**src/rtl/slcd_pkg.sv**
```systemverilog
`timescale 1ns / 1ps
`default_nettype none

package slcd_pkg;

  typedef logic [1:0] event_t;

  localparam event_t EV_DATA    = 2'd0;
  localparam event_t EV_GOOD    = 2'd1;
  localparam event_t EV_BAD     = 2'd2;
  localparam event_t EV_TOOLONG = 2'd3;

  localparam logic [1:0] CFG_SYNC_WORD = 2'd0;
  localparam logic [1:0] CFG_MAX_LEN   = 2'd1;

  localparam logic [31:0] SYNC_WORD_RST = 32'h55AA55AA;
  localparam logic [7:0]  MAX_LEN_RST   = 8'd128;

  localparam int unsigned FRAME_LIMIT    = 256;
  localparam int unsigned FRAME_OVERHEAD = 10;

  typedef struct packed {
    event_t      kind;
    logic [7:0]  data_byte;
    logic [6:0]  byte_index;
    logic [15:0] frame_len;
    logic [31:0] computed_sum;
  } result_t;

endpackage

`default_nettype wire

```
**src/rtl/sync_length_checksum_deframer_top.sv**
```systemverilog
`timescale 1ns / 1ps
`default_nettype none

// Sync word / length-prefixed frame parser with a 32-bit additive checksum.
// One received byte is taken per cycle on in_*: the block hunts for the sync
// word (first byte in the low bits), reads a little-endian 16-bit length,
// passes each payload byte out with its index, then checks four
// little-endian checksum bytes against the sum of the length and payload
// bytes. Each byte updates the state registers as it is taken, and any result
// is registered into an output register backed by one skid entry: with
// out_tready high, bytes flow at one per cycle; when a result is held back,
// the next one fills the skid entry and in_tready drops until the skid entry
// has moved on.
// Registers via cfg_*: index 0 sync word, index 1 maximum payload length.
module sync_length_checksum_deframer_top #(
  parameter int unsigned MAX_PAYLOAD = 128
) (
  input  wire         clk,
  input  wire         rst_n,
  input  wire         in_tvalid,
  output logic        in_tready,
  input  wire  [7:0]  in_tdata,   // [7:0] rx_byte
  output logic        out_tvalid,
  input  wire         out_tready,
  // [7:0] data_byte, [14:8] byte_index, [30:15] frame_len,
  // [62:31] computed_sum, [63] zero
  output logic [63:0] out_tdata,
  output logic [1:0]  out_tuser,  // [1:0] event_kind
  input  wire         cfg_valid,
  output logic        cfg_ready,
  input  wire  [1:0]  cfg_index,
  input  wire  [31:0] cfg_data
);
  import slcd_pkg::*;

  localparam logic [1:0] PH_HUNT = 2'd0;
  localparam logic [1:0] PH_LEN  = 2'd1;
  localparam logic [1:0] PH_DATA = 2'd2;
  localparam logic [1:0] PH_CSUM = 2'd3;

  localparam logic [16:0] MaxLen   = 17'(MAX_PAYLOAD);
  localparam logic [16:0] FrameMax = 17'(FRAME_LIMIT - FRAME_OVERHEAD);

  logic [31:0] sync_word_r;
  logic [7:0]  max_len_r;

  logic [1:0]  phase_r, phase_nxt;
  logic [31:0] window_r, window_nxt;
  logic [2:0]  fill_r, fill_nxt;
  logic [15:0] len_r, len_nxt;
  logic [7:0]  cnt_r, cnt_nxt;
  logic [31:0] sum_r, sum_nxt;
  logic [31:0] rsum_r, rsum_nxt;

  result_t     res;
  logic        res_valid;

  result_t     main_r, skid_r;
  logic        main_valid_r, skid_valid_r;

  logic        accept, pop;
  logic [31:0] shifted;
  logic [2:0]  fill_inc;
  logic [15:0] len_full;
  logic [7:0]  cnt_inc;
  logic        too_long;

  assign cfg_ready = 1'b1;
  assign in_tready = !skid_valid_r;
  assign accept    = in_tvalid && in_tready;
  assign pop       = main_valid_r && out_tready;

  assign shifted  = {in_tdata, window_r[31:8]};
  assign fill_inc = (fill_r < 3'd4) ? fill_r + 3'd1 : fill_r;
  assign len_full = {in_tdata, len_r[7:0]};
  assign cnt_inc  = cnt_r + 8'd1;
  assign too_long = ({1'b0, len_full} > {9'd0, max_len_r}) || ({1'b0, len_full} > MaxLen)
                    || ({1'b0, len_full} > FrameMax);

  always_comb begin
    phase_nxt  = phase_r;
    window_nxt = window_r;
    fill_nxt   = fill_r;
    len_nxt    = len_r;
    cnt_nxt    = cnt_r;
    sum_nxt    = sum_r;
    rsum_nxt   = rsum_r;
    res_valid  = 1'b0;
    res.kind         = EV_DATA;
    res.data_byte    = '0;
    res.byte_index   = '0;
    res.frame_len    = len_r;
    res.computed_sum = sum_r;
    unique case (phase_r)
      PH_HUNT: begin
        window_nxt = shifted;
        fill_nxt   = fill_inc;
        if (fill_inc == 3'd4 && shifted == sync_word_r) begin
          phase_nxt  = PH_LEN;
          window_nxt = '0;
          fill_nxt   = '0;
          cnt_nxt    = '0;
          len_nxt    = '0;
          sum_nxt    = '0;
        end
      end
      PH_LEN: begin
        sum_nxt = sum_r + {24'd0, in_tdata};
        if (cnt_r == 8'd0) begin
          len_nxt = {8'd0, in_tdata};
          cnt_nxt = 8'd1;
        end else begin
          len_nxt = len_full;
          cnt_nxt = '0;
          res.frame_len    = len_full;
          res.computed_sum = sum_nxt;
          if (too_long) begin
            res_valid  = 1'b1;
            res.kind   = EV_TOOLONG;
            phase_nxt  = PH_HUNT;
            window_nxt = '0;
            fill_nxt   = '0;
          end else begin
            phase_nxt = (len_full == 16'd0) ? PH_CSUM : PH_DATA;
          end
        end
      end
      PH_DATA: begin
        sum_nxt          = sum_r + {24'd0, in_tdata};
        res_valid        = 1'b1;
        res.data_byte    = in_tdata;
        res.byte_index   = cnt_r[6:0];
        res.computed_sum = sum_nxt;
        cnt_nxt          = cnt_inc;
        if ({8'd0, cnt_inc} >= len_r) begin
          cnt_nxt   = '0;
          phase_nxt = PH_CSUM;
        end
      end
      PH_CSUM: begin
        case (cnt_r[1:0])
          2'd0:    rsum_nxt[7:0]   = in_tdata;
          2'd1:    rsum_nxt[15:8]  = in_tdata;
          2'd2:    rsum_nxt[23:16] = in_tdata;
          default: rsum_nxt[31:24] = in_tdata;
        endcase
        cnt_nxt = cnt_inc;
        if (cnt_r[1:0] == 2'd3) begin
          res_valid  = 1'b1;
          res.kind   = (rsum_nxt == sum_r) ? EV_GOOD : EV_BAD;
          phase_nxt  = PH_HUNT;
          window_nxt = '0;
          fill_nxt   = '0;
          cnt_nxt    = '0;
        end
      end
      default: phase_nxt = PH_HUNT;
    endcase
  end

  always_ff @(posedge clk) begin
    if (!rst_n) begin
      sync_word_r <= SYNC_WORD_RST;
      max_len_r   <= MAX_LEN_RST;
    end else if (cfg_valid) begin
      case (cfg_index)
        CFG_SYNC_WORD: sync_word_r <= cfg_data;
        CFG_MAX_LEN:   max_len_r   <= cfg_data[7:0];
        default: ;
      endcase
    end
  end

  always_ff @(posedge clk) begin
    if (!rst_n) begin
      phase_r  <= PH_HUNT;
      window_r <= '0;
      fill_r   <= '0;
      len_r    <= '0;
      cnt_r    <= '0;
      sum_r    <= '0;
      rsum_r   <= '0;
    end else if (accept) begin
      phase_r  <= phase_nxt;
      window_r <= window_nxt;
      fill_r   <= fill_nxt;
      len_r    <= len_nxt;
      cnt_r    <= cnt_nxt;
      sum_r    <= sum_nxt;
      rsum_r   <= rsum_nxt;
    end
  end

  // output buffer: main register plus one skid entry
  always_ff @(posedge clk) begin
    if (!rst_n) begin
      main_valid_r <= 1'b0;
      skid_valid_r <= 1'b0;
    end else begin
      if (pop && skid_valid_r) begin
        main_r       <= skid_r;
        skid_valid_r <= 1'b0;
      end else if (accept && res_valid) begin
        if (!main_valid_r || pop) begin
          main_r       <= res;
          main_valid_r <= 1'b1;
        end else begin
          skid_r       <= res;
          skid_valid_r <= 1'b1;
        end
      end else if (pop) begin
        main_valid_r <= 1'b0;
      end
    end
  end

  assign out_tvalid = main_valid_r;
  assign out_tuser  = main_r.kind;
  assign out_tdata  = {1'b0, main_r.computed_sum, main_r.frame_len, main_r.byte_index,
                       main_r.data_byte};

endmodule

`default_nettype wire
```
**config.mk**
```make
export PLATFORM = sky130hd
export DESIGN_NAME = sync_length_checksum_deframer_top
export DESIGN_NICKNAME = d
export VERILOG_FILES = /design/src/rtl/slcd_pkg.sv /design/src/rtl/sync_length_checksum_deframer_top.sv
export SDC_FILE = /design/constraint.sdc
export NUM_CORES = 1
export LEC_CHECK = 0
export BUFFER_PORTS_ARGS = -buffer_cell sky130_fd_sc_hd__buf_2
export CAP_MARGIN = 10
export CORE_ASPECT_RATIO = 1.4
export CORE_UTILIZATION = 49
export DETAILED_ROUTE_END_ITERATION = 10
export PLACE_DENSITY = 0.69
export SYNTH_ARGS = -nofsm -noshare
export SYNTH_HDL_FRONTEND = slang
export SYNTH_SLANG_ARGS = --single-unit
```
**constraint.sdc**
```tcl
create_clock -name clk -period 22.2 [get_ports clk]
set_input_delay 5.55 -clock clk [delete_from_list [all_inputs] [get_ports clk]]
set_output_delay 5.55 -clock clk [all_outputs]
set_load 0.005 [all_outputs]
```
==> flow_summary.json, run 1 <==
{
  "status": "finished, final reports clean",
  "yosys-top-cells-area": "edfxtp_1 (28%), dfxtp_1 (23%), nand2_1 (5.8%)",
  "ff_latch_area_mm2": 0.00709,
  "fmax_mhz": 118,
  "diodes": 0,
  "place_inst": 1788,
  "die_area_mm2": 0.0289,
  "ys_types": 69,
  "synthAdderAreaFrac_pct": 3.22,
  "cts.clk_slew.worst_paths_ns": 0.07,
  "floorplan.die.height_um": 201,
  "cts_max_level": 1,
  "path_delay_family": "simple AND/OR/NAND/NOR gates",
  "p_sw_share_pct": 21.8,
  "place_congestion": 0.863,
  "fin_tns_setup_ns": 0,
  "instances_no_fill": 1840,
  "setup_violations": 0,
  "path_class": "in2reg",
  "ioPinCount": 116,
  "p_per_area_mw_per_mm2": 68.8,
  "crit_fanout": 16,
  "grt_usage_pct": 23.7,
  "synth_compound_area_share_pct": 13.4,
  "fin_nets": 1530,
  "final-max-slew-violation-count": 0,
  "cp_cell_sequence": "buf_2 > ha_1 > or2_2 > a21oi_1 > nor2_1 > nand3_1 > xor2_1 > o21ai_0 > mux2_2",
  "clock_path_buffers": 3,
  "yosysSeqAreaShare_pct": 51.2,
  "cts_tree": "done",
  "vias": 10474,
  "yosysMostFrequentCell": "nand2_1",
  "drive_above_1_share_pct": 16.0,
  "min_delay_path_depth": 2,
  "grt_pass1_vias": 9910,
  "synth_top_family_by_area": "simple AND/OR/NAND/NOR gates",
  "hold_path_class": "reg2reg",
  "syn_nets": 1466,
  "relSlewSlack_pct": 24.2,
  "n_fill_cell": 2440,
  "post-route-drc-count": 0,
  "rsz0062_at_grt": "no",
  "tightest_slew_ns": 1.13,
  "p_comb_share_pct": 3.5,
  "die_x_um": 144,
  "synth_top_cell_by_area": "edfxtp_1",
  "multiInputGateArea_mm2": 0.00629,
  "period_share_pct": 38.0,
  "antenna_found_initial": 0,
  "postCtsSetupRepairBufs": 0,
  "io_buffers": 113,
  "finalPower_mw": 1.07,
  "syn_area_per_cell_um2": 10.0,
  "ys_seq_elements": 289,
  "p_int_mw": 0.837,
  "syn2layout_area_growth_pct": 12.3,
  "cp.required_ns": 22.53,
  "rr_worst_depth": 9,
  "synthMuxAreaShare_pct": 6.78,
  "max-vdd-ir-drop_v": 0.0000607,
  "start_util_pct": 50.0,
  "cp-end-kind": "flop",
  "ys_warn_count": 0,
  "grt_max_degree": 70,
  "fin_skew_ns": 0.0370,
  "cts_made_buffers": 28,
  "slowest_stage": "a21oi_1",
  "wl_mm": 33.8,
  "postPlaceCellArea_mm2": 0.0146,
  "yosys.area_share.xor_xnor_pct": 4.30,
  "cts_resized": 0,
  "syn_inst": 1384,
  "grt_overflow": 0,
  "cts.sinks": 289,
  "cap_viol_max_count": 0,
  "path_depth": 9,
  "synth_edf_count": 130,
  "dp_hpwl_mm": 23.1,
  "ys_top_cells_by_count": "nand2_1 (213), dfxtp_1 (159), edfxtp_1 (130)",
  "post_drt_wl_per_cell_um": 18.4,
  "synth_flop_cell": "dfxtp_1",
  "max_stage_delay_ns": 0.87,
  "cts-hold-fix-buffers": 0,
  "p_leak_nw": 5.72,
  "design_area_mm2": 0.0155,
  "period_needed_ns": 8.44,
  "antenna_left": 0,
  "power.share.sequential_pct": 52.4,
  "hold_violations": 0,
  "grt_pass1_wl_mm": 53.3,
  "synth.top_cell.area_share_pct": 28.2,
  "drtPass1Iterations": 5,
  "drtIter0Drc": 704,
  "avgViaCountPerCell": 5.69,
  "row_count": 72,
  "crit_path_start_kind": "input pin",
  "root_buffer": "clkbuf_16",
  "hold-worst-slack_ns": 0.454,
  "switching_power_mw": 0.233,
  "synthSimpleGateAreaFrac_pct": 17.3,
  "critical_path_buf_inv_count": 1,
  "cp.arrival_ns": 8.77,
  "core_mm2": 0.0277,
  "clock_power_share_pct": 44.1,
  "syn_area_mm2": 0.0138,
  "clk_latency_ns": 0.58,
  "postSynth.asyncResetShare_pct": 0
}
==> per-layer routing <==
| metal | part of all wire (%) | GRT usage (%) |
|---|---|---|
| met1 | 42 | 29.7 |
| met2 | 51 | 41.1 |
| met3 | 4.4 | 2.43 |
| met4 | 3.3 | 9.76 |
| met5 | 0 | 0 |
==> stage by stage <==
step,worst slack [ns],utilization (%)
finish,13.76,56.2
CTS,13.83,56.2
global placement,13.30,52.9
floorplan,10.54,-
global route,13.58,56.2
detailed placement,13.22,52.9
==> final cells by class <==
class / count / area share (%)
clock buffers: 45 / 5.57
multi-input cells: 968 / 40.4
clock inverters: 7 / 0.338
well taps: 370 / 2.98
flip-flops and latches: 289 / 45.6
repair buffers: 124 / 4.17
inverters: 37 / 0.894
==> path summary, 6_finish.rpt <==
| kind | from | end | slack [ns] |
|---|---|---|---|
| hold reg to reg | rsum_r[21] | rsum_r[21] | 0.45 |
| setup / recovery | in_tdata[6] | out_tdata[41] | 13.76 |
| setup reg to reg | cnt_r[0] | skid_r[27] | 18.22 |
| hold / removal | rsum_r[21] | rsum_r[21] | 0.45 |
==> worst reg2reg max path, cell delays in order, from the launching register on <==
cell and delay (ns):
dfxtp_1 0.42, inv_1 0.14, ha_1 0.57, nor4b_2 0.52
nand2_1 0.09, nand2_1 0.33, a31oi_1 0.15, o31ai_1 0.83
nor2_4 0.06, buf_4 0.36
==> cell families (layout without fill, tap and decap cells) <==
group	count (synthesis)	after routing
compound gates	277	277
xor+xnor	68	68
fa+ha+maj	35	35
buf+inv	127	213
flops	289	289
mux	88	88
other cells	2	2
simple gates	498	498
==> placed cells by master (no fill, tap or decap), types with 27 or more instances in the layout <==
master,instances
xnor2_1,41
nor2_1,66
xor2_1,27
inv_1,36
and2_1,27
nand2_1,213
mux2i_1,42
clkbuf_16,29
a22o_1,56
edfxtp_1,130
mux2_2,46
o21ai_0,56
dfxtp_1,159
ha_1,34
nand3_1,62
buf_2,113
a21oi_1,81
==> flip-flops by register name, summed over array words and instances (netlist names), named ones only <==
| register | flops |
|---|---|
| fill_r | 3 |
| sync_word_r | 32 |
| window_r | 24 |
| out_tuser | 2 |
| phase_r | 1 |
| skid_valid_r | 1 |
| skid_r | 65 |
| cnt_r | 8 |
| sum_r | 32 |
| len_r | 16 |
| out_tdata | 63 |
| max_len_r | 8 |
| rsum_r | 32 |
| out_tvalid | 1 |
==> power by group through the flow <==
stage / Combinational, mW / Clock [mW] / Sequential (mW)
2_1_floorplan: 0.0240 / 0 / 0.570
3_3_place_gp: 0.0367 / 0 / 0.571
3_5_place_dp: 0.0372 / 0 / 0.571
4_1_cts: 0.0375 / 0.481 / 0.560
5_1_grt: 0.0413 / 0.501 / 0.560
6_report: 0.0376 / 0.472 / 0.560
Note: power is estimated with default switching activity, not from simulation.
==> run 2: changes to the inputs <==
--- a/config.mk
+++ b/config.mk
@@ -5,12 +5,13 @@
 export SDC_FILE = /design/constraint.sdc
 export NUM_CORES = 1
 export LEC_CHECK = 0
+export ABC_AREA = 1
 export BUFFER_PORTS_ARGS = -buffer_cell sky130_fd_sc_hd__buf_2
 export CAP_MARGIN = 10
 export CORE_ASPECT_RATIO = 1.4
 export CORE_UTILIZATION = 49
 export DETAILED_ROUTE_END_ITERATION = 10
-export PLACE_DENSITY = 0.69
+export PLACE_DENSITY = 0.72
 export SYNTH_ARGS = -nofsm -noshare
 export SYNTH_HDL_FRONTEND = slang
 export SYNTH_SLANG_ARGS = --single-unit
==> constraint.sdc (replaced) <==
create_clock -name clk -period 6.95 [get_ports clk]
set_input_delay 1.7375 -clock clk [delete_from_list [all_inputs] [get_ports clk]]
set_output_delay 1.7375 -clock clk [all_outputs]
set_load 0.005 [all_outputs]
==> run 2 against run 1 <==
Effect of this change: flip-flop and latch count unchanged; register-to-register slack got worse by 15 ns; count of clock-buffer cells in the layout decreased by 6; sequential power increased to 3.2 times the previous value; sequential share of layout area decreased by 2.4 points; synthesized cell count increased by 38%; combinational power increased to 4.3 times the previous value; die area increased by 6.3%; global-route usage increased by 1.5 points; synthesized area increased by 6.4%; critical path type is now reg2reg; largest cell class unchanged; largest power group unchanged.
==> flow_summary.json, run 2 <==
{
  "status": "finished, final reports clean",
  "slowest_stage": "nor2_1",
  "place_inst": 2325,
  "path_class": "reg2reg",
  "hold_path_class": "reg2reg",
  "pre_cts_ws_ns": 2.56,
  "crit_fanout": 52,
  "clk_latency_ns": 0.57,
  "switching_power_mw": 0.789,
  "diodes": 0,
  "syn_nets": 1988,
  "vias": 12638,
  "syn2layout_area_growth_pct": 11.3,
  "fin_skew_ns": 0.0222,
  "synth_flop_cell": "dfxtp_1",
  "finalPower_mw": 3.52,
  "syn_area_mm2": 0.0147,
  "yosys-top-cells-area": "edfxtp_1 (27%), dfxtp_1 (22%), nand2_1 (15%)",
  "p_per_area_mw_per_mm2": 215,
  "postCtsSetupRepairBufs": 0,
  "tightest_slew_ns": 0.979,
  "setup_violations": 0,
  "wl_mm": 38.5,
  "postSynth.asyncResetShare_pct": 0,
  "cp.arrival_ns": 4.30,
  "postPlaceCellArea_mm2": 0.0154,
  "fin_nets": 2058,
  "grt_overflow": 0,
  "post_drt_wl_per_cell_um": 16.2,
  "antenna_found_initial": 0,
  "ys_types": 50,
  "drive_above_1_share_pct": 10.6,
  "layout_common_cells": "nand2_1 (575), inv_1 (198), nor2_1 (173)",
  "cts_tree": "done",
  "cts_max_level": 1,
  "design_area_mm2": 0.0164,
  "floorplan.die.height_um": 207,
  "avgViaCountPerCell": 5.31,
  "instances_no_fill": 2379,
  "hold_violations": 0,
  "cp.required_ns": 7.14,
  "drtIter0Drc": 1057,
  "cts.clk_slew.worst_paths_ns": 0.07,
  "core_mm2": 0.0294,
  "p_comb_share_pct": 4.6,
  "fin_tns_setup_ns": 0,
  "ys_top_cells_by_count": "nand2_1 (575), inv_1 (198), nor2_1 (175)",
  "die_area_mm2": 0.0308,
  "syn_area_per_cell_um2": 7.73,
  "place_congestion": 0.943,
  "ys_warn_count": 0,
  "yosysMostFrequentCell": "nand2_1",
  "row_count": 74,
  "root_buffer": "clkbuf_16",
  "antenna_left": 0,
  "cts-hold-fix-buffers": 0,
  "grt_usage_pct": 25.2,
  "final_common_cell": "nand2_1",
  "ff_latch_area_mm2": 0.00709,
  "grt_pass1_vias": 12007,
  "n_fill_cell": 2726,
  "cp-end-kind": "flop",
  "fin_ws_ns": 2.84,
  "grt_max_degree": 88,
  "crit_path_start_kind": "flop",
  "synth_edf_count": 130,
  "crit_top_cell": "nand2_1",
  "max_stage_delay_ns": 0.74,
  "r2r_setup_slack_ns": 2.84,
  "hold-worst-slack_ns": 0.449,
  "relSlewSlack_pct": 34.6,
  "cts_made_buffers": 29,
  "p_sw_share_pct": 22.4,
  "period_needed_ns": 4.11,
  "clock_power_share_pct": 44.5,
  "syn_inst": 1906,
  "die_x_um": 149,
  "fmax_mhz": 243,
  "ioPinCount": 116,
  "start_util_pct": 50.2,
  "p_leak_nw": 6.84,
  "cp_cell_sequence": "inv_1 > ha_1 > inv_1 > nor3_2 > nor2_1 > nand2_1 > nand2_1 > nand2_1 > nand2_1 > nand2_1 > nor2_4 > buf_4",
  "synth.top_cell.area_share_pct": 26.5,
  "period_share_pct": 59.2,
  "cts_resized": 0,
  "clock_path_buffers": 3,
  "power.share.sequential_pct": 51.0,
  "yosysSeqAreaShare_pct": 48.1,
  "p_int_mw": 2.74,
  "rsz0062_at_grt": "no",
  "cap_viol_max_count": 0,
  "ys_seq_elements": 289,
  "io_buffers": 113,
  "synth_top_cell_by_area": "edfxtp_1",
  "fin_util_pct": 55.8,
  "grt_pass1_wl_mm": 61.7,
  "final-max-slew-violation-count": 0,
  "largest_register_ffs": 65,
  "top_register": "skid_r",
  "multiInputGateArea_mm2": 0.00644,
  "dp_hpwl_mm": 27.4,
  "post-route-drc-count": 0,
  "cts.sinks": 289,
  "drtPass1Iterations": 6,
  "max-vdd-ir-drop_v": 0.000249
}
[run 2: cell types whose count changed in the layout (fill, tap and decap cells not counted), moves of 52 or more]
| cell | delta |
|---|---|
| a21oi_1 | +66 |
| nand2_1 | +362 |
| o21ai_0 | +52 |
| inv_1 | +162 |
| a22o_1 | -53 |
| nor2_1 | +107 |
[run 2: cell families after synthesis]
| family | after synthesis | synth area share [%] |
|---|---|---|
| other | 2 | 0.0510 |
| and+or+nand+nor | 916 | 25.6 |
| AOI/OAI and AO/OA | 323 | 12.0 |
| DFF | 289 | 48.1 |
| xor gates and xnor gates | 48 | 2.85 |
| adders and majority gates | 35 | 3.02 |
| buffers and inverters | 293 | 8.37 |
[run 2: worst paths after layout]
path,from,end,cells past startpoint
worst max register to register,cnt_r[0],out_tdata[47],12
worst min-delay path,rsum_r[18],rsum_r[18],2
worst max-delay path,cnt_r[0],out_tdata[47],12
worst min register to register,rsum_r[18],rsum_r[18],2
[run 2: cell type report]
class | count | area share (%)
Timing Repair Buffer | 124 | 3.95
Clock buffer | 39 | 4.97
Inverter | 208 | 4.85
Multi-Input combinational cell | 1324 | 39.3
Clock inverter | 15 | 0.824
Tap cell | 380 | 2.90
Sequential cell | 289 | 43.2
[run 2: power by group through the flow]
stage	Sequential, mW	Clock, mW	Combinational [mW]
6_report	1.80	1.57	0.160
5_1_grt	1.80	1.66	0.182
4_1_cts	1.80	1.59	0.161
3_5_place_dp	1.83	0	0.160
3_3_place_gp	1.83	0	0.156
2_1_floorplan	1.83	0	0.111
[run 2: per-layer routing]
layer	vias to the layer above	track usage, %	part of all wire [%]
met5	-	0	0
met4	0	9.78	3.4
met3	81	2.58	4.9
met2	376	44.8	51
met1	5856	30.9	40
li1	6325	-	-
[run 2: critical path: cells and delay by family (launching register included)]
family / cells / cell delay, ns
buffers and inverters: 3 / 0.91
and+or+nand+nor: 8 / 1.81
DFF: 1 / 0.51
adders and majority gates: 1 / 0.45
